--- src/rtl/dual_pwm_capture_measure_defines.svh ---
// Assertion macros for the dual PWM capture measurement block.
// Used by the top level only; expects clk and rst_n in scope.
`ifndef DUAL_PWM_CAPTURE_MEASURE_DEFINES_SVH
`define DUAL_PWM_CAPTURE_MEASURE_DEFINES_SVH

// Same-cycle implication, disabled while in reset.
`define DPCM_ASSERT_NOW(name, ante, cons, msg) \
  name: assert property (@(posedge clk) disable iff (!rst_n) (ante) |-> (cons)) \
    else $error(msg);

// Next-cycle implication, disabled while in reset.
`define DPCM_ASSERT_NEXT(name, ante, cons, msg) \
  name: assert property (@(posedge clk) disable iff (!rst_n) (ante) |=> (cons)) \
    else $error(msg);

`endif

--- src/rtl/dpcm_pkg.sv ---
// Shared types and constants for the dual PWM capture measurement block.
// No dependencies.
`default_nettype none

package dpcm_pkg;

  // Field widths fixed by the interface.
  localparam int CAP_W    = 16;
  localparam int WRAP_W   = 7;
  localparam int TICKS_W  = 23;
  localparam int FREQ_W   = 16;
  localparam int ERR_W    = 16;
  localparam int RATE_W   = 27;
  localparam int SCALE_W  = 8;
  localparam int CFG_IDX_W = 2;

  // Divider geometry: rate * scale over period ticks, at most 17 quotient bits kept.
  localparam int NUM_W   = RATE_W + SCALE_W;
  localparam int DEN_W   = TICKS_W;
  localparam int Q_W     = FREQ_W + 1;
  localparam int HI_W    = NUM_W - Q_W;
  localparam int CNT_W   = $clog2(Q_W + 1);

  localparam logic [ERR_W-1:0] ERR_MAX = '1;

  // Register indexes on the config port.
  localparam logic [CFG_IDX_W-1:0] CFG_TICK_RATE  = 2'd0;
  localparam logic [CFG_IDX_W-1:0] CFG_FREQ_SCALE = 2'd1;
  localparam logic [CFG_IDX_W-1:0] CFG_MAX_FREQ   = 2'd2;
  localparam logic [CFG_IDX_W-1:0] CFG_WRAP_LIMIT = 2'd3;

  // Reset values of the config registers.
  localparam logic [RATE_W-1:0]  RST_TICK_RATE  = 27'd9000000;
  localparam logic [SCALE_W-1:0] RST_FREQ_SCALE = 8'd5;
  localparam logic [FREQ_W-1:0]  RST_MAX_FREQ   = 16'd10000;
  localparam logic [WRAP_W-1:0]  RST_WRAP_LIMIT = 7'd100;

  typedef enum logic [1:0] {
    OUTCOME_PUBLISHED = 2'd0,
    OUTCOME_MISSED    = 2'd1,
    OUTCOME_RANGE     = 2'd2
  } outcome_t;

  typedef enum logic [1:0] {
    ST_IDLE,
    ST_CALC,
    ST_DIV,
    ST_RESULT
  } state_t;

  // Status returned by the serial divider.
  typedef struct packed {
    logic           done;
    logic [Q_W-1:0] quo;
    logic           rem_nz;
  } div_res_t;

endpackage

`default_nettype wire

--- src/rtl/dpcm_ext.sv ---
// Wrap extension of one channel's captures into period and pulse ticks.
// Depends on dpcm_pkg.
`default_nettype none

module dpcm_ext #(
  parameter int COUNTER_BITS = 16
) (
  input  wire logic [dpcm_pkg::WRAP_W-1:0]  wraps,
  input  wire logic [dpcm_pkg::CAP_W-1:0]   last_edge,
  input  wire logic [dpcm_pkg::CAP_W-1:0]   pcap,
  input  wire logic [dpcm_pkg::CAP_W-1:0]   wcap,
  output logic      [dpcm_pkg::TICKS_W-1:0] period_ticks,
  output logic      [dpcm_pkg::TICKS_W-1:0] pulse_ticks
);

  // One sign bit plus headroom; never narrower than the tick fields.
  localparam int MAG_W = (COUNTER_BITS + dpcm_pkg::WRAP_W > dpcm_pkg::TICKS_W - 2) ?
                         COUNTER_BITS + dpcm_pkg::WRAP_W : dpcm_pkg::TICKS_W - 2;
  localparam int EW = MAG_W + 2;

  logic [dpcm_pkg::WRAP_W-1:0] wraps_pul;
  logic [EW-1:0] span_one;
  logic [EW-1:0] per_raw;
  logic [EW-1:0] pul_raw;
  logic [EW-1:0] per_fix;
  logic [EW-1:0] pul_fix;

  assign span_one  = EW'(1) << COUNTER_BITS;
  // pulse edge before period edge: one wrap fewer
  assign wraps_pul = (pcap < wcap && wraps != '0) ? wraps - 1'b1 : wraps;

  assign per_raw = (EW'(wraps) << COUNTER_BITS) + EW'(pcap) - EW'(last_edge);
  assign pul_raw = (EW'(wraps_pul) << COUNTER_BITS) + EW'(wcap) - EW'(last_edge);

  assign per_fix = per_raw[EW-1] ? per_raw + span_one : per_raw;
  assign pul_fix = pul_raw[EW-1] ? pul_raw + span_one : pul_raw;

  assign period_ticks = per_fix[dpcm_pkg::TICKS_W-1:0];
  assign pulse_ticks  = pul_fix[dpcm_pkg::TICKS_W-1:0];

endmodule

`default_nettype wire

--- src/rtl/dpcm_div.sv ---
// Bit-serial restoring divider, one quotient bit per cycle.
// Depends on dpcm_pkg. Caller guarantees dividend high part < divisor.
`default_nettype none

module dpcm_div (
  input  wire logic                         clk,
  input  wire logic                         rst_n,
  input  wire logic                         start,
  input  wire logic [dpcm_pkg::NUM_W-1:0]   dividend,
  input  wire logic [dpcm_pkg::DEN_W-1:0]   divisor,
  output dpcm_pkg::div_res_t                res
);

  logic [dpcm_pkg::DEN_W-1:0] rem_r, rem_nxt;
  logic [dpcm_pkg::Q_W-1:0]   quo_r, quo_nxt;
  logic [dpcm_pkg::DEN_W-1:0] den_r;
  logic [dpcm_pkg::CNT_W-1:0] cnt_r, cnt_nxt;
  logic                       busy_r, busy_nxt;
  logic                       done_r, done_nxt;
  logic [dpcm_pkg::DEN_W:0]   trial;
  logic [dpcm_pkg::DEN_W:0]   diff;

  assign trial = {rem_r, quo_r[dpcm_pkg::Q_W-1]};
  assign diff  = trial - {1'b0, den_r};

  always_comb begin
    rem_nxt  = rem_r;
    quo_nxt  = quo_r;
    cnt_nxt  = cnt_r;
    busy_nxt = busy_r;
    done_nxt = 1'b0;
    if (start) begin
      rem_nxt  = dpcm_pkg::DEN_W'(dividend[dpcm_pkg::NUM_W-1:dpcm_pkg::Q_W]);
      quo_nxt  = dividend[dpcm_pkg::Q_W-1:0];
      cnt_nxt  = dpcm_pkg::CNT_W'(dpcm_pkg::Q_W);
      busy_nxt = 1'b1;
    end else if (busy_r) begin
      if (!diff[dpcm_pkg::DEN_W]) begin
        rem_nxt = diff[dpcm_pkg::DEN_W-1:0];
        quo_nxt = {quo_r[dpcm_pkg::Q_W-2:0], 1'b1};
      end else begin
        rem_nxt = trial[dpcm_pkg::DEN_W-1:0];
        quo_nxt = {quo_r[dpcm_pkg::Q_W-2:0], 1'b0};
      end
      cnt_nxt = cnt_r - 1'b1;
      if (cnt_r == dpcm_pkg::CNT_W'(1)) begin
        busy_nxt = 1'b0;
        done_nxt = 1'b1;
      end
    end
  end

  always_ff @(posedge clk) begin
    if (!rst_n) begin
      busy_r <= 1'b0;
      done_r <= 1'b0;
      cnt_r  <= '0;
    end else begin
      busy_r <= busy_nxt;
      done_r <= done_nxt;
      cnt_r  <= cnt_nxt;
    end
  end

  always_ff @(posedge clk) begin
    rem_r <= rem_nxt;
    quo_r <= quo_nxt;
    if (start) begin
      den_r <= divisor;
    end
  end

  assign res.done   = done_r;
  assign res.quo    = quo_r;
  assign res.rem_nz = |rem_r;

endmodule

`default_nettype wire

--- src/rtl/dual_pwm_capture_measure.sv ---
// Top level of the dual PWM capture measurement block.
// Depends on dpcm_pkg, dpcm_ext, dpcm_div and the assertion macro header.
`default_nettype none

`include "dual_pwm_capture_measure_defines.svh"

// Takes one timer event word per handshake and returns one result word for
// each channel that captured (A before B, last set on the final one). Wrap
// counts are bumped and limit-checked at the moment the event is taken.
// Each captured channel then runs through the same datapath: the calc state
// extends the captures into period and pulse ticks, and a bit-serial
// divider forms tick_rate_hz * frequency_scale / period, one quotient bit
// per cycle. A measured channel passes through the calc, divide and result
// states (the divide state covers the divider load, its steps and the done
// flag); a missed edge or an obviously out-of-range period skips the
// divider and goes from the calc state straight to the result state.
// The block works on one event at a time; in_ready is high only while it is
// idle. Results sit in an output register, so a new event is taken while
// the last result still waits for out_ready. Config writes are taken every
// cycle and are meant to happen only while the block is idle.
module dual_pwm_capture_measure #(
  parameter int COUNTER_BITS = 16
) (
  input  wire logic                             clk,
  input  wire logic                             rst_n,

  input  wire logic                             cfg_valid,
  output logic                                  cfg_ready,
  input  wire logic [dpcm_pkg::CFG_IDX_W-1:0]   cfg_index,
  input  wire logic [dpcm_pkg::RATE_W-1:0]      cfg_data,

  input  wire logic                             in_valid,
  output logic                                  in_ready,
  input  wire logic                             in_counter_wrapped,
  input  wire logic                             in_missed_edge,
  input  wire logic                             in_event_a,
  input  wire logic [dpcm_pkg::CAP_W-1:0]       in_period_capture_a,
  input  wire logic [dpcm_pkg::CAP_W-1:0]       in_width_capture_a,
  input  wire logic                             in_event_b,
  input  wire logic [dpcm_pkg::CAP_W-1:0]       in_period_capture_b,
  input  wire logic [dpcm_pkg::CAP_W-1:0]       in_width_capture_b,

  output logic                                  out_valid,
  input  wire logic                             out_ready,
  output logic                                  out_channel,
  output logic      [1:0]                       out_outcome,
  output logic      [dpcm_pkg::TICKS_W-1:0]     out_period_ticks,
  output logic      [dpcm_pkg::TICKS_W-1:0]     out_pulse_ticks,
  output logic      [dpcm_pkg::FREQ_W-1:0]      out_frequency,
  output logic      [dpcm_pkg::ERR_W-1:0]       out_error_total,
  output logic                                  out_last
);

  // ---------------------------------------------------------------- config
  logic [dpcm_pkg::RATE_W-1:0]  tick_rate_r;
  logic [dpcm_pkg::SCALE_W-1:0] freq_scale_r;
  logic [dpcm_pkg::FREQ_W-1:0]  max_freq_r;
  logic [dpcm_pkg::WRAP_W-1:0]  wrap_limit_r;
  logic [dpcm_pkg::NUM_W-1:0]   num_r;  // tick rate * scale, refreshed every cycle

  assign cfg_ready = 1'b1;

  always_ff @(posedge clk) begin
    if (!rst_n) begin
      tick_rate_r  <= dpcm_pkg::RST_TICK_RATE;
      freq_scale_r <= dpcm_pkg::RST_FREQ_SCALE;
      max_freq_r   <= dpcm_pkg::RST_MAX_FREQ;
      wrap_limit_r <= dpcm_pkg::RST_WRAP_LIMIT;
    end else if (cfg_valid && cfg_ready) begin
      case (cfg_index)
        dpcm_pkg::CFG_TICK_RATE:  tick_rate_r  <= cfg_data;
        dpcm_pkg::CFG_FREQ_SCALE: freq_scale_r <= cfg_data[dpcm_pkg::SCALE_W-1:0];
        dpcm_pkg::CFG_MAX_FREQ:   max_freq_r   <= cfg_data[dpcm_pkg::FREQ_W-1:0];
        dpcm_pkg::CFG_WRAP_LIMIT: wrap_limit_r <= cfg_data[dpcm_pkg::WRAP_W-1:0];
        default: ;
      endcase
    end
  end

  always_ff @(posedge clk) begin
    num_r <= dpcm_pkg::NUM_W'(tick_rate_r) * dpcm_pkg::NUM_W'(freq_scale_r);
  end

  // ------------------------------------------------------------ event latch
  logic                          item_missed_r;
  logic                          item_ev_b_r;
  logic [dpcm_pkg::CAP_W-1:0]    item_pa_r, item_wa_r, item_pb_r, item_wb_r;

  always_ff @(posedge clk) begin
    if (in_valid && in_ready) begin
      item_missed_r <= in_missed_edge;
      item_ev_b_r   <= in_event_b;
      item_pa_r     <= in_period_capture_a;
      item_wa_r     <= in_width_capture_a;
      item_pb_r     <= in_period_capture_b;
      item_wb_r     <= in_width_capture_b;
    end
  end

  // ------------------------------------------------------- state registers
  dpcm_pkg::state_t              state_r, state_nxt;
  logic                          ch_r, ch_nxt;          // 0 = A, 1 = B
  logic [dpcm_pkg::WRAP_W-1:0]   wraps_a_r, wraps_a_nxt;
  logic [dpcm_pkg::WRAP_W-1:0]   wraps_b_r, wraps_b_nxt;
  logic [dpcm_pkg::CAP_W-1:0]    edge_a_r, edge_a_nxt;
  logic [dpcm_pkg::CAP_W-1:0]    edge_b_r, edge_b_nxt;
  logic [dpcm_pkg::ERR_W-1:0]    err_r, err_nxt;
  logic [dpcm_pkg::TICKS_W-1:0]  pt_r, pt_nxt;
  logic [dpcm_pkg::TICKS_W-1:0]  wt_r, wt_nxt;
  dpcm_pkg::outcome_t            outcome_r, outcome_nxt;
  logic [dpcm_pkg::FREQ_W-1:0]   freq_r, freq_nxt;

  // Output register.
  logic                          out_valid_r, out_valid_nxt;
  logic                          out_channel_r, out_channel_nxt;
  dpcm_pkg::outcome_t            out_outcome_r, out_outcome_nxt;
  logic [dpcm_pkg::TICKS_W-1:0]  out_period_r, out_period_nxt;
  logic [dpcm_pkg::TICKS_W-1:0]  out_pulse_r, out_pulse_nxt;
  logic [dpcm_pkg::FREQ_W-1:0]   out_freq_r, out_freq_nxt;
  logic [dpcm_pkg::ERR_W-1:0]    out_err_r, out_err_nxt;
  logic                          out_last_r, out_last_nxt;

  // --------------------------------------------------- wrap count update
  // Both counts bump on a wrap; if either passes the limit both clear.
  logic [dpcm_pkg::WRAP_W:0]     wa_inc, wb_inc;
  logic                          wrap_clr;

  assign wa_inc   = {1'b0, wraps_a_r} + {{dpcm_pkg::WRAP_W{1'b0}}, in_counter_wrapped};
  assign wb_inc   = {1'b0, wraps_b_r} + {{dpcm_pkg::WRAP_W{1'b0}}, in_counter_wrapped};
  assign wrap_clr = (wa_inc > {1'b0, wrap_limit_r}) || (wb_inc > {1'b0, wrap_limit_r});

  // ------------------------------------------------------ channel datapath
  logic [dpcm_pkg::WRAP_W-1:0]   cur_wraps;
  logic [dpcm_pkg::CAP_W-1:0]    cur_edge, cur_pcap, cur_wcap;
  logic [dpcm_pkg::TICKS_W-1:0]  ext_period, ext_pulse;
  logic                          div_start;
  dpcm_pkg::div_res_t            div_res;
  logic                          num_too_big;

  assign cur_wraps = ch_r ? wraps_b_r : wraps_a_r;
  assign cur_edge  = ch_r ? edge_b_r  : edge_a_r;
  assign cur_pcap  = ch_r ? item_pb_r : item_pa_r;
  assign cur_wcap  = ch_r ? item_wb_r : item_wa_r;

  dpcm_ext #(
    .COUNTER_BITS (COUNTER_BITS)
  ) u_ext (
    .wraps        (cur_wraps),
    .last_edge    (cur_edge),
    .pcap         (cur_pcap),
    .wcap         (cur_wcap),
    .period_ticks (ext_period),
    .pulse_ticks  (ext_pulse)
  );

  // Quotient would need more than 17 bits (also true for a zero period):
  // certainly above any max_frequency, so the divider is skipped.
  assign num_too_big =
    dpcm_pkg::DEN_W'(num_r[dpcm_pkg::NUM_W-1:dpcm_pkg::Q_W]) >= ext_period;

  dpcm_div u_div (
    .clk      (clk),
    .rst_n    (rst_n),
    .start    (div_start),
    .dividend (num_r),
    .divisor  (ext_period),
    .res      (div_res)
  );

  // --------------------------------------------------------------- control
  always_comb begin
    state_nxt       = state_r;
    ch_nxt          = ch_r;
    wraps_a_nxt     = wraps_a_r;
    wraps_b_nxt     = wraps_b_r;
    edge_a_nxt      = edge_a_r;
    edge_b_nxt      = edge_b_r;
    err_nxt         = err_r;
    pt_nxt          = pt_r;
    wt_nxt          = wt_r;
    outcome_nxt     = outcome_r;
    freq_nxt        = freq_r;
    div_start       = 1'b0;
    in_ready        = 1'b0;
    out_valid_nxt   = out_valid_r && !out_ready;
    out_channel_nxt = out_channel_r;
    out_outcome_nxt = out_outcome_r;
    out_period_nxt  = out_period_r;
    out_pulse_nxt   = out_pulse_r;
    out_freq_nxt    = out_freq_r;
    out_err_nxt     = out_err_r;
    out_last_nxt    = out_last_r;

    case (state_r)
      dpcm_pkg::ST_IDLE: begin
        in_ready = 1'b1;
        if (in_valid) begin
          wraps_a_nxt = wrap_clr ? '0 : wa_inc[dpcm_pkg::WRAP_W-1:0];
          wraps_b_nxt = wrap_clr ? '0 : wb_inc[dpcm_pkg::WRAP_W-1:0];
          if (in_event_a) begin
            ch_nxt    = 1'b0;
            state_nxt = dpcm_pkg::ST_CALC;
          end else if (in_event_b) begin
            ch_nxt    = 1'b1;
            state_nxt = dpcm_pkg::ST_CALC;
          end
        end
      end

      dpcm_pkg::ST_CALC: begin
        pt_nxt   = ext_period;
        wt_nxt   = ext_pulse;
        freq_nxt = '0;
        if (ch_r) begin
          edge_b_nxt  = item_pb_r;
          wraps_b_nxt = '0;
        end else begin
          edge_a_nxt  = item_pa_r;
          wraps_a_nxt = '0;
        end
        if (item_missed_r) begin
          if (err_r != dpcm_pkg::ERR_MAX) begin
            err_nxt = err_r + 1'b1;
          end
          outcome_nxt = dpcm_pkg::OUTCOME_MISSED;
          state_nxt   = dpcm_pkg::ST_RESULT;
        end else if (num_too_big) begin
          outcome_nxt = dpcm_pkg::OUTCOME_RANGE;
          state_nxt   = dpcm_pkg::ST_RESULT;
        end else begin
          div_start = 1'b1;
          state_nxt = dpcm_pkg::ST_DIV;
        end
      end

      dpcm_pkg::ST_DIV: begin
        if (div_res.done) begin
          // exact check: num > max * period  <=>  q > max, or q == max with remainder
          if (div_res.quo > dpcm_pkg::Q_W'(max_freq_r) ||
              (div_res.quo == dpcm_pkg::Q_W'(max_freq_r) && div_res.rem_nz)) begin
            outcome_nxt = dpcm_pkg::OUTCOME_RANGE;
          end else begin
            outcome_nxt = dpcm_pkg::OUTCOME_PUBLISHED;
            freq_nxt    = div_res.quo[dpcm_pkg::FREQ_W-1:0];
          end
          state_nxt = dpcm_pkg::ST_RESULT;
        end
      end

      dpcm_pkg::ST_RESULT: begin
        if (!out_valid_r || out_ready) begin
          out_valid_nxt   = 1'b1;
          out_channel_nxt = ch_r;
          out_outcome_nxt = outcome_r;
          out_period_nxt  = pt_r;
          out_pulse_nxt   = wt_r;
          out_freq_nxt    = freq_r;
          out_err_nxt     = err_r;
          out_last_nxt    = ch_r || !item_ev_b_r;
          if (!ch_r && item_ev_b_r) begin
            ch_nxt    = 1'b1;
            state_nxt = dpcm_pkg::ST_CALC;
          end else begin
            state_nxt = dpcm_pkg::ST_IDLE;
          end
        end
      end

      default: begin
        state_nxt = dpcm_pkg::ST_IDLE;
      end
    endcase
  end

  always_ff @(posedge clk) begin
    if (!rst_n) begin
      state_r     <= dpcm_pkg::ST_IDLE;
      ch_r        <= 1'b0;
      wraps_a_r   <= '0;
      wraps_b_r   <= '0;
      edge_a_r    <= '0;
      edge_b_r    <= '0;
      err_r       <= '0;
      out_valid_r <= 1'b0;
    end else begin
      state_r     <= state_nxt;
      ch_r        <= ch_nxt;
      wraps_a_r   <= wraps_a_nxt;
      wraps_b_r   <= wraps_b_nxt;
      edge_a_r    <= edge_a_nxt;
      edge_b_r    <= edge_b_nxt;
      err_r       <= err_nxt;
      out_valid_r <= out_valid_nxt;
    end
  end

  always_ff @(posedge clk) begin
    pt_r          <= pt_nxt;
    wt_r          <= wt_nxt;
    outcome_r     <= outcome_nxt;
    freq_r        <= freq_nxt;
    out_channel_r <= out_channel_nxt;
    out_outcome_r <= out_outcome_nxt;
    out_period_r  <= out_period_nxt;
    out_pulse_r   <= out_pulse_nxt;
    out_freq_r    <= out_freq_nxt;
    out_err_r     <= out_err_nxt;
    out_last_r    <= out_last_nxt;
  end

  assign out_valid        = out_valid_r;
  assign out_channel      = out_channel_r;
  assign out_outcome      = out_outcome_r;
  assign out_period_ticks = out_period_r;
  assign out_pulse_ticks  = out_pulse_r;
  assign out_frequency    = out_freq_r;
  assign out_error_total  = out_err_r;
  assign out_last         = out_last_r;

  // ------------------------------------------------------------ assertions
  // A published frequency never exceeds the configured ceiling.
  `DPCM_ASSERT_NOW(a_pub_in_range,
    out_valid_r && out_outcome_r == dpcm_pkg::OUTCOME_PUBLISHED,
    out_freq_r <= max_freq_r, "published frequency above max_frequency")

  // A missed-edge result always carries a nonzero error total.
  `DPCM_ASSERT_NOW(a_missed_counted,
    out_valid_r && out_outcome_r == dpcm_pkg::OUTCOME_MISSED,
    out_err_r != '0, "missed edge reported without error count")

  // Divider completion only lands while the sequencer waits for it.
  `DPCM_ASSERT_NOW(a_div_done_in_div,
    div_res.done, state_r == dpcm_pkg::ST_DIV, "divider done outside divide state")

  // Handling channel A clears its wrap count.
  `DPCM_ASSERT_NEXT(a_wrap_a_cleared,
    state_r == dpcm_pkg::ST_CALC && !ch_r, wraps_a_r == '0,
    "channel A wrap count not cleared after measurement")

endmodule

`default_nettype wire
--- config.mk ---
export PLATFORM = sky130hd
export DESIGN_NAME = dual_pwm_capture_measure
export DESIGN_NICKNAME = d
export VERILOG_FILES = /design/src/rtl/dpcm_pkg.sv /design/src/rtl/dpcm_ext.sv /design/src/rtl/dpcm_div.sv /design/src/rtl/dual_pwm_capture_measure.sv
export VERILOG_INCLUDE_DIRS = /design/src /design/src/rtl
export SDC_FILE = /design/constraint.sdc
export NUM_CORES = 1
export LEC_CHECK = 0
export ABC_CLOCK_PERIOD_IN_PS = 18300
export BUFFER_PORTS_ARGS = -buffer_cell sky130_fd_sc_hd__buf_2
export CAP_MARGIN = 30
export CORE_ASPECT_RATIO = 0.75
export CORE_MARGIN = 4
export CORE_UTILIZATION = 36
export CTS_CLUSTER_DIAMETER = 80
export DETAILED_ROUTE_END_ITERATION = 10
export SETUP_SLACK_MARGIN = 0.5
export SKIP_CTS_REPAIR_TIMING = 1
export SLEW_MARGIN = 20
export SYNTH_ARGS = -nofsm -noshare
export SYNTH_HDL_FRONTEND = slang
export SYNTH_SLANG_ARGS = --single-unit
--- constraint.sdc ---
create_clock -name clk -period 18.3 [get_ports clk]
set_input_delay 2.745 -clock clk [delete_from_list [all_inputs] [get_ports clk]]
set_output_delay 2.745 -clock clk [all_outputs]
set_load 0.01 [all_outputs]
==> results of run 1 <==
-- routing by layer --
metal / vias to the layer above / track usage / wire length [um]
li1: 9235 / - / -
met1: 9174 / 0.2597 / 34520
met2: 415 / 0.2616 / 30230
met3: 70 / 0.03078 / 3816
met4: 0 / 0.03312 / 1043
met5: - / 0 / 0
-- report_power, final --
part / leakage, uW / switching (uW) / internal, uW / total [uW]
clock: 0.000812 / 412 / 621 / 1030
sequential: 0.00393 / 175 / 1450 / 1630
combinational: 0.00833 / 1220 / 837 / 2050
total: 0.0131 / 1800 / 2910 / 4720
-- sequential cells by signal, indices dropped and copies added, names as in the netlist, 8 cells and up --
signal            flops
err_r                16
num_r                35
freq_r               16
u_div.rem_r          23
out_error_total      16
out_pulse_ticks      23
out_frequency        16
edge_b_r             16
pt_r                 23
wt_r                 23
u_div.den_r          23
freq_scale_r          8
item_wa_r            16
max_freq_r           16
item_wb_r            16
tick_rate_r          27
item_pb_r            16
out_period_ticks     23
u_div.quo_r          17
edge_a_r             16
item_pa_r            16
-- worst min path at each step --
| stage | endpoint |
|---|---|
| 4_1_cts | out_frequency[0] |
| 3_3_place_gp | out_pulse_ticks[8] |
| 3_5_place_dp | out_pulse_ticks[1] |
| 6_report | out_frequency[0] |
| 5_1_grt | out_period_ticks[17] |
| 2_1_floorplan | out_frequency[0] |
-- stage by stage --
| step | std cells | total power, uW | cell area, um2 | hold WS [ps] | setup WS (ps) |
|---|---|---|---|---|---|
| floorplan | 2612 | 3104 | 27370 | 400.3 | 11300 |
| global placement | 3728 | 3660 | 29270 | 400.7 | 11070 |
| detailed placement | 3733 | 3677 | 29340 | 404.5 | 10890 |
| CTS | 3820 | 4738 | 31020 | 417.2 | 10840 |
| global route | 3820 | 5064 | 31020 | 423.9 | 10330 |
| finish | 3821 | 4715 | 31030 | 417.0 | 10830 |
-- layout by cell type, fill, tap and decap left out, types with 34 or more instances in the layout --
| master | Yosys | final |
|---|---|---|
| a21boi_0 | 76 | 76 |
| a21oi_1 | 88 | 88 |
| and2_1 | 133 | 133 |
| buf_2 | 4 | 184 |
| clkbuf_16 | 0 | 50 |
| dfxtp_1 | 171 | 169 |
| edfxtp_1 | 270 | 270 |
| fa_1 | 153 | 153 |
| ha_1 | 188 | 187 |
| inv_1 | 259 | 258 |
| mux2_2 | 42 | 42 |
| mux2i_1 | 52 | 52 |
| nand2_1 | 381 | 381 |
| nand3_1 | 41 | 41 |
| nor2_1 | 89 | 87 |
| nor2b_1 | 35 | 34 |
| o21a_1 | 34 | 34 |
| o21ai_0 | 76 | 75 |
| xnor2_1 | 76 | 76 |
| xor2_1 | 35 | 35 |
-- critical path: cells and delay by family, from the launching register on --
| kind | cells | cell delay, ps |
|---|---|---|
| and+or+nand+nor | 7 | 1670 |
| AOI/OAI and AO/OA | 7 | 1670 |
| buffers and inverters | 3 | 1100 |
| adders and majority gates | 3 | 940 |
| xor gates and xnor gates | 2 | 710 |
| DFF | 1 | 600 |
| muxes | 1 | 440 |
-- cells by family (layout without fill, tap and decap cells) --
logic type,Yosys count,after routing,share of synthesized area
xor+xnor,111,111,0.03552
buf+inv,365,550,0.05185
other cells,1,2,0.0001370
mux,106,106,0.04284
compound gates,430,430,0.1072
simple gates,817,817,0.1432
fa+ha+maj,341,341,0.1979
flops,441,441,0.4214
-- area by class of cell --
class / count / share of cell area
inverters: 260 / 0.03154
diodes: 1 / 0.00008065
repair buffers: 203 / 0.03549
clock buffers: 57 / 0.04182
clock inverters: 30 / 0.01230
flip-flops and latches: 441 / 0.3718
well taps: 1023 / 0.04126
multi-input cells: 1806 / 0.4657
==> impl_results.md, run 1 <==
* Asr flop ratio synth at 0
* Gpl congestion at 0.9264
* CP max stage delay at 650 ps
* Fmax at 133.8 MHz
* Sequential cell area at 11540 um2
* Status: complete, no violations
* Sequential element share of the synthesized area at 0.4214
* Most instantiated cells after synthesis: nand2_1, edfxtp_1, inv_1
* Max Cap Viol at 0
* 1st-iter DRT viols at 1384
* Area growth syn-to-layout at 13.37%
* Reg2Reg Setup Slack at 10830 ps
* Critical path endpoint: outcome_r[1]
* Die Span Y at 246.8 um
* First-pass GRT wire length at 109700 um
* PwrDens at 152.0 nW/um2
* Vias per cell at 4.945
* Antenna violations before repair at 2
* R2r startpoint: ch_r
* Synthesized flop and latch total at 441
* Final setup fails at 0
* Reg2reg path depth at 23
* DR DRC count at 0
* Final period util at 0.4084
* Site row count at 87
* Net count, final at 3202
* H-tree depth at 2
* CTS Root Cell: clkbuf_16
* Largest net degree at the start of global routing at 72
* Num CTS Buffers at 47
* Slew of the pin with the lowest slew margin at 960.6 ps
* Leak at 0.01306 uW
* CP startpoint kind: flop
* Crit Path Max Fanout at 51
* Setup Crit Path Kind: reg2reg
* Setup TNS at 0 ps
* Clock tree buffer depth at 3
* Dominant synthesized flop cell: edfxtp_1
* Vias in the first global route at 18450
* # port buffers at 185
* Final hold viol count at 0
* Total die area at 80540 um2
* Setup crit start: ch_r
* CP cell instances: buf_4 > mux2_2 > ha_1 > fa_1 > nor2b_1 > o31a_1 > o21ai_1 > nand3_1 > a21oi_1 > xnor2_1 > xor2_1 > inv_1 > ha_1 > nand4_1 > or3_1 > a311oi_1 > o32ai_1 > nor3_1 > o2111ai_1 > and2_1 > nor2_8 > inv_4 > a211oi_1
* Crit end category: flop
* R2R Path End: outcome_r[1]
* Post-synth EDFFs at 270
* Initial Utilization at 0.3638
* Dpl hpwl at 53690 um
* Multi-input gate area at 14450 um2
* Hold path cells at 0
* Filler instances at 7211
* Clk sink count at 441
* DRT antenna net count at 0
* Clock slew seen by the registers of the worst setup and hold paths at 60 ps
* CTS tree: done
* Synth area leaders: edfxtp_1, dfxtp_1, fa_1
* Clk_lat worst skew at 590 ps
* Layout cell share with drive strength beyond 1 at 0.1298
* Synthesized net count at 3055
* Final Util at 0.4125
* Relative slew slack at 0.3589
* IR Drop Worst-Case VDD at 0.09172 mV
* Via count at 18890
* Hold Crit Start: freq_r[0]
* DR WL/cell at 18.22 um
* RSZ-0062 raised after global routing: no
* Hold crit path type: reg2reg
* WP data arrival at 7730 ps
* Slowest CP cell: buf_4
* CORE AREA at 75220 um2
* Yosys warnings at 0
* Fin crit period at 7473 ps
* Post-synth top area share at 0.2963
* WL final at 69610 um
* Skew final at 17.35 ps
* Syn Std Cell Area at 27370 um2
* Drt pass-1 iters at 5
* Slew Limit Fails at 0
* Synth unique cells at 83
* CP required at 18550 ps
* Count leader, synth: nand2_1
* Die Width at 326.4 um
* Total grt overflow at 0
* Syn Area/Cell at 10.48 um2
* Syn Inst Count at 2612
* IO Count at 187
* Cell mode on critical path: ha_1
* Total GRT Usage at 0.1727
* Area leader, netlist: edfxtp_1
No activity file was read; power rests on OpenSTA's default activity.
==> run 2, diff against run 1 <==
--- a/config.mk
+++ b/config.mk
@@ -6,7 +6,8 @@
 export SDC_FILE = /design/constraint.sdc
 export NUM_CORES = 1
 export LEC_CHECK = 0
-export ABC_CLOCK_PERIOD_IN_PS = 18300
+export ABC_AREA = 1
+export ABC_CLOCK_PERIOD_IN_PS = 6700
 export BUFFER_PORTS_ARGS = -buffer_cell sky130_fd_sc_hd__buf_2
 export CAP_MARGIN = 30
 export CORE_ASPECT_RATIO = 0.75
==> constraint.sdc (replaced) <==
create_clock -name clk -period 6.7 [get_ports clk]
set_input_delay 1.005 -clock clk [delete_from_list [all_inputs] [get_ports clk]]
set_output_delay 1.005 -clock clk [all_outputs]
set_load 0.01 [all_outputs]
==> impl_results.md, run 2 <==
* Layout cell share with drive strength beyond 1 at 0.1057 (was 0.1298)
* Vias per cell at 4.765 (was 4.945)
* IO Count at 187 (unchanged)
* Most frequent cells in the layout: nand2_1, inv_1, edfxtp_1 (was nand2_1, edfxtp_1, inv_1)
* Area leader, netlist: edfxtp_1 (unchanged)
* H-tree depth at 2 (unchanged)
* CP required at 6900 ps (was 18550 ps)
* Post-place setup slack at 1229 ps (was 10890 ps)
* CORE AREA at 77070 um2 (was 75220 um2)
* Total die area at 82580 um2 (was 80540 um2)
* Num CTS Buffers at 47 (unchanged)
* Cell count after placement at 4407 (was 3733)
* Final period util at 0.8349 (was 0.4084)
* Largest register FFs at 35 (unchanged)
* Top flop regs: num_r x35, tick_rate_r x27 (unchanged)
* Initial Utilization at 0.3643 (was 0.3638)
* Skew final at 39.22 ps (was 17.35 ps)
* Clk sink count at 441 (unchanged)
* Post-synth top area share at 0.2887 (was 0.2963)
* Die Width at 330.5 um (was 326.4 um)
* CTS tree: done (unchanged)
* Leak at 0.01525 uW (was 0.01306 uW)
* Final instance area at 31680 um2 (was 31030 um2)
* Syn Inst Count at 3265 (was 2612)
* Hold crit path type: reg2reg (unchanged)
* Clock tree buffer depth at 3 (unchanged)
* Total grt overflow at 0 (unchanged)
* DRT antenna net count at 0 (unchanged)
* Final hold viol count at 0 (unchanged)
* Net count, final at 3867 (was 3202)
* Commonest non-fill, non-tap cell in the layout: nand2_1 (unchanged)
* Setup TNS at 0 ps (unchanged)
* Clk_lat worst skew at 610 ps (was 590 ps)
* Yosys warnings at 0 (unchanged)
* Max Cap Viol at 0 (unchanged)
* Count leader, synth: nand2_1 (unchanged)
* Post-Layout Cell Count at 4499 (was 3821)
* Sequential element share of the synthesized area at 0.4107 (was 0.4214)
* Largest net degree at the start of global routing at 88 (was 72)
* Fmax at 178.8 MHz (was 133.8 MHz)
* Clock slew seen by the registers of the worst setup and hold paths at 60 ps (about the same)
* Syn Std Cell Area at 28080 um2 (was 27370 um2)
* Site row count at 88 (was 87)
* WP data arrival at 5800 ps (was 7730 ps)
* Drt pass-1 iters at 5 (unchanged)
* Synthesized flop and latch total at 441 (unchanged)
* DR DRC count at 0 (unchanged)
* DR WL/cell at 16.92 um (was 18.22 um)
* Antenna violations before repair at 5 (was 2)
* Crit Path Max Fanout at 57 (was 51)
* Most instantiated cells after synthesis: nand2_1, inv_1, edfxtp_1 (was nand2_1, edfxtp_1, inv_1)
* CP startpoint kind: flop (unchanged)
* Syn Area/Cell at 8.600 um2 (was 10.48 um2)
* Vias in the first global route at 20730 (was 18450)
* WL final at 76120 um (was 69610 um)
* Final Util at 0.4110 (was 0.4125)
* Slew of the pin with the lowest slew margin at 858.0 ps (was 960.6 ps)
* 1st-iter DRT viols at 1834 (was 1384)
* Via count at 21440 (was 18890)
* Synthesized net count at 3708 (was 3055)
* Status: complete, no violations (unchanged)
* Setup Crit Path Kind: reg2reg (unchanged)
* Slew Limit Fails at 0 (unchanged)
* RSZ-0062 raised after global routing: no (unchanged)
* Post-synth EDFFs at 270 (unchanged)
* Area growth syn-to-layout at 12.81% (was 13.37%)
* Gpl congestion at 0.8964 (was 0.9264)
* Final WS setup at 1106 ps (was 10830 ps)
* First-pass GRT wire length at 120700 um (was 109700 um)
* CTS Root Cell: clkbuf_16 (unchanged)
* Fin crit period at 5594 ps (was 7473 ps)
* Total GRT Usage at 0.1855 (was 0.1727)
* Dpl hpwl at 58580 um (was 53690 um)
* Synth area leaders: edfxtp_1, dfxtp_1, nand2_1 (was edfxtp_1, dfxtp_1, fa_1)
* Synth unique cells at 55 (was 83)
* Die Span Y at 249.9 um (was 246.8 um)
* Asr flop ratio synth at 0 (unchanged)
* Placement Cell Area at 30070 um2 (was 29340 um2)
* Crit end category: flop (unchanged)
* Reg with most FFs: num_r (unchanged)
* Dominant synthesized flop cell: edfxtp_1 (unchanged)
* # port buffers at 185 (unchanged)
* Final setup fails at 0 (unchanged)
* Relative slew slack at 0.4245 (was 0.3589)
* PwrDens at 466.6 nW/um2 (was 152.0 nW/um2)
* IR Drop Worst-Case VDD at 0.2234 mV (was 0.09172 mV)
-- run 2: cell count changes after synthesis, moves of 52 or more --
cell      before  now
inv_1        259  574
mux2i_1       52    0
o21ai_0       76  181
nor2_1        89  181
a21boi_0      76    3
a21oi_1       88  197
nand2_1      381  843
and2_1       133    2
-- run 2: logic make-up after synthesis --
| kind of cell | after synthesis | synth area share |
|---|---|---|
| other | 1 | 0.0001335 |
| DFF | 441 | 0.4107 |
| xor gates and xnor gates | 100 | 0.03119 |
| AOI/OAI and AO/OA | 451 | 0.08676 |
| buffers and inverters | 689 | 0.09527 |
| adders and majority gates | 341 | 0.1929 |
| and+or+nand+nor | 1242 | 0.1831 |
-- run 2: worst max-delay path: stages, from the launching register on --
cell and delay (ps):
dfxtp_2 530, buf_4 420, o21ai_0 380, ha_1 500, nand2_1 130, nor2_2 140
inv_1 70, nor2_1 150, nand2_1 90, nand3_1 90, nand2_2 90, xnor2_1 360
inv_1 100, ha_1 300, a21o_1 180, a31oi_1 140, nand2_1 80, nand2_1 60
nand2_1 50, nand2_1 60, nor2_1 40, nand2_1 90, nor2_2 40, nand2_2 100
nand3_4 320, inv_4 660
-- run 2: worst paths after layout --
check        startpoint                   end  slack [ps]  depth (start not counted)
max                ch_r       u_div.den_r[20]        1110                         25
min            pt_r[12]  out_period_ticks[12]         410                          0
max reg2reg        ch_r       u_div.den_r[20]        1110                         25
min reg2reg    pt_r[12]  out_period_ticks[12]         410                          0
-- run 2: through the flow --
step | hold WS, ps | total power (uW)
6_report | 412.2 | 14780
3_3_place_gp | 401.7 | 12050
5_1_grt | 417.0 | 16080
2_1_floorplan | 400.3 | 9744
4_1_cts | 408.9 | 14790
3_5_place_dp | 404.5 | 12090
-- run 2: area by class of cell --
cell class | instances | area (um2)
well taps | 1035 | 1295
fillers | 7790 | 45400
flip-flops and latches | 441 | 11530
repair buffers | 218 | 1226
clock buffers | 57 | 1287
diodes | 3 | 7.507
inverters | 581 | 2186
clock inverters | 29 | 249.0
multi-input cells | 2135 | 13890
-- run 2: layer usage --
layer | wire (um) | share of wire | global-route usage
met1 | 38640 | 0.51 | 0.2934
met2 | 30200 | 0.40 | 0.2571
met3 | 5704 | 0.075 | 0.03788
met4 | 1557 | 0.020 | 0.04072
met5 | 12 | 0.00016 | 0
-- run 2: report_power, final --
part / switching (uW) / leakage [uW] / internal [uW]
Clock: 1160 / 0.000737 / 1460
Combinational: 5050 / 0.0106 / 2520
Sequential: 451 / 0.00393 / 4140
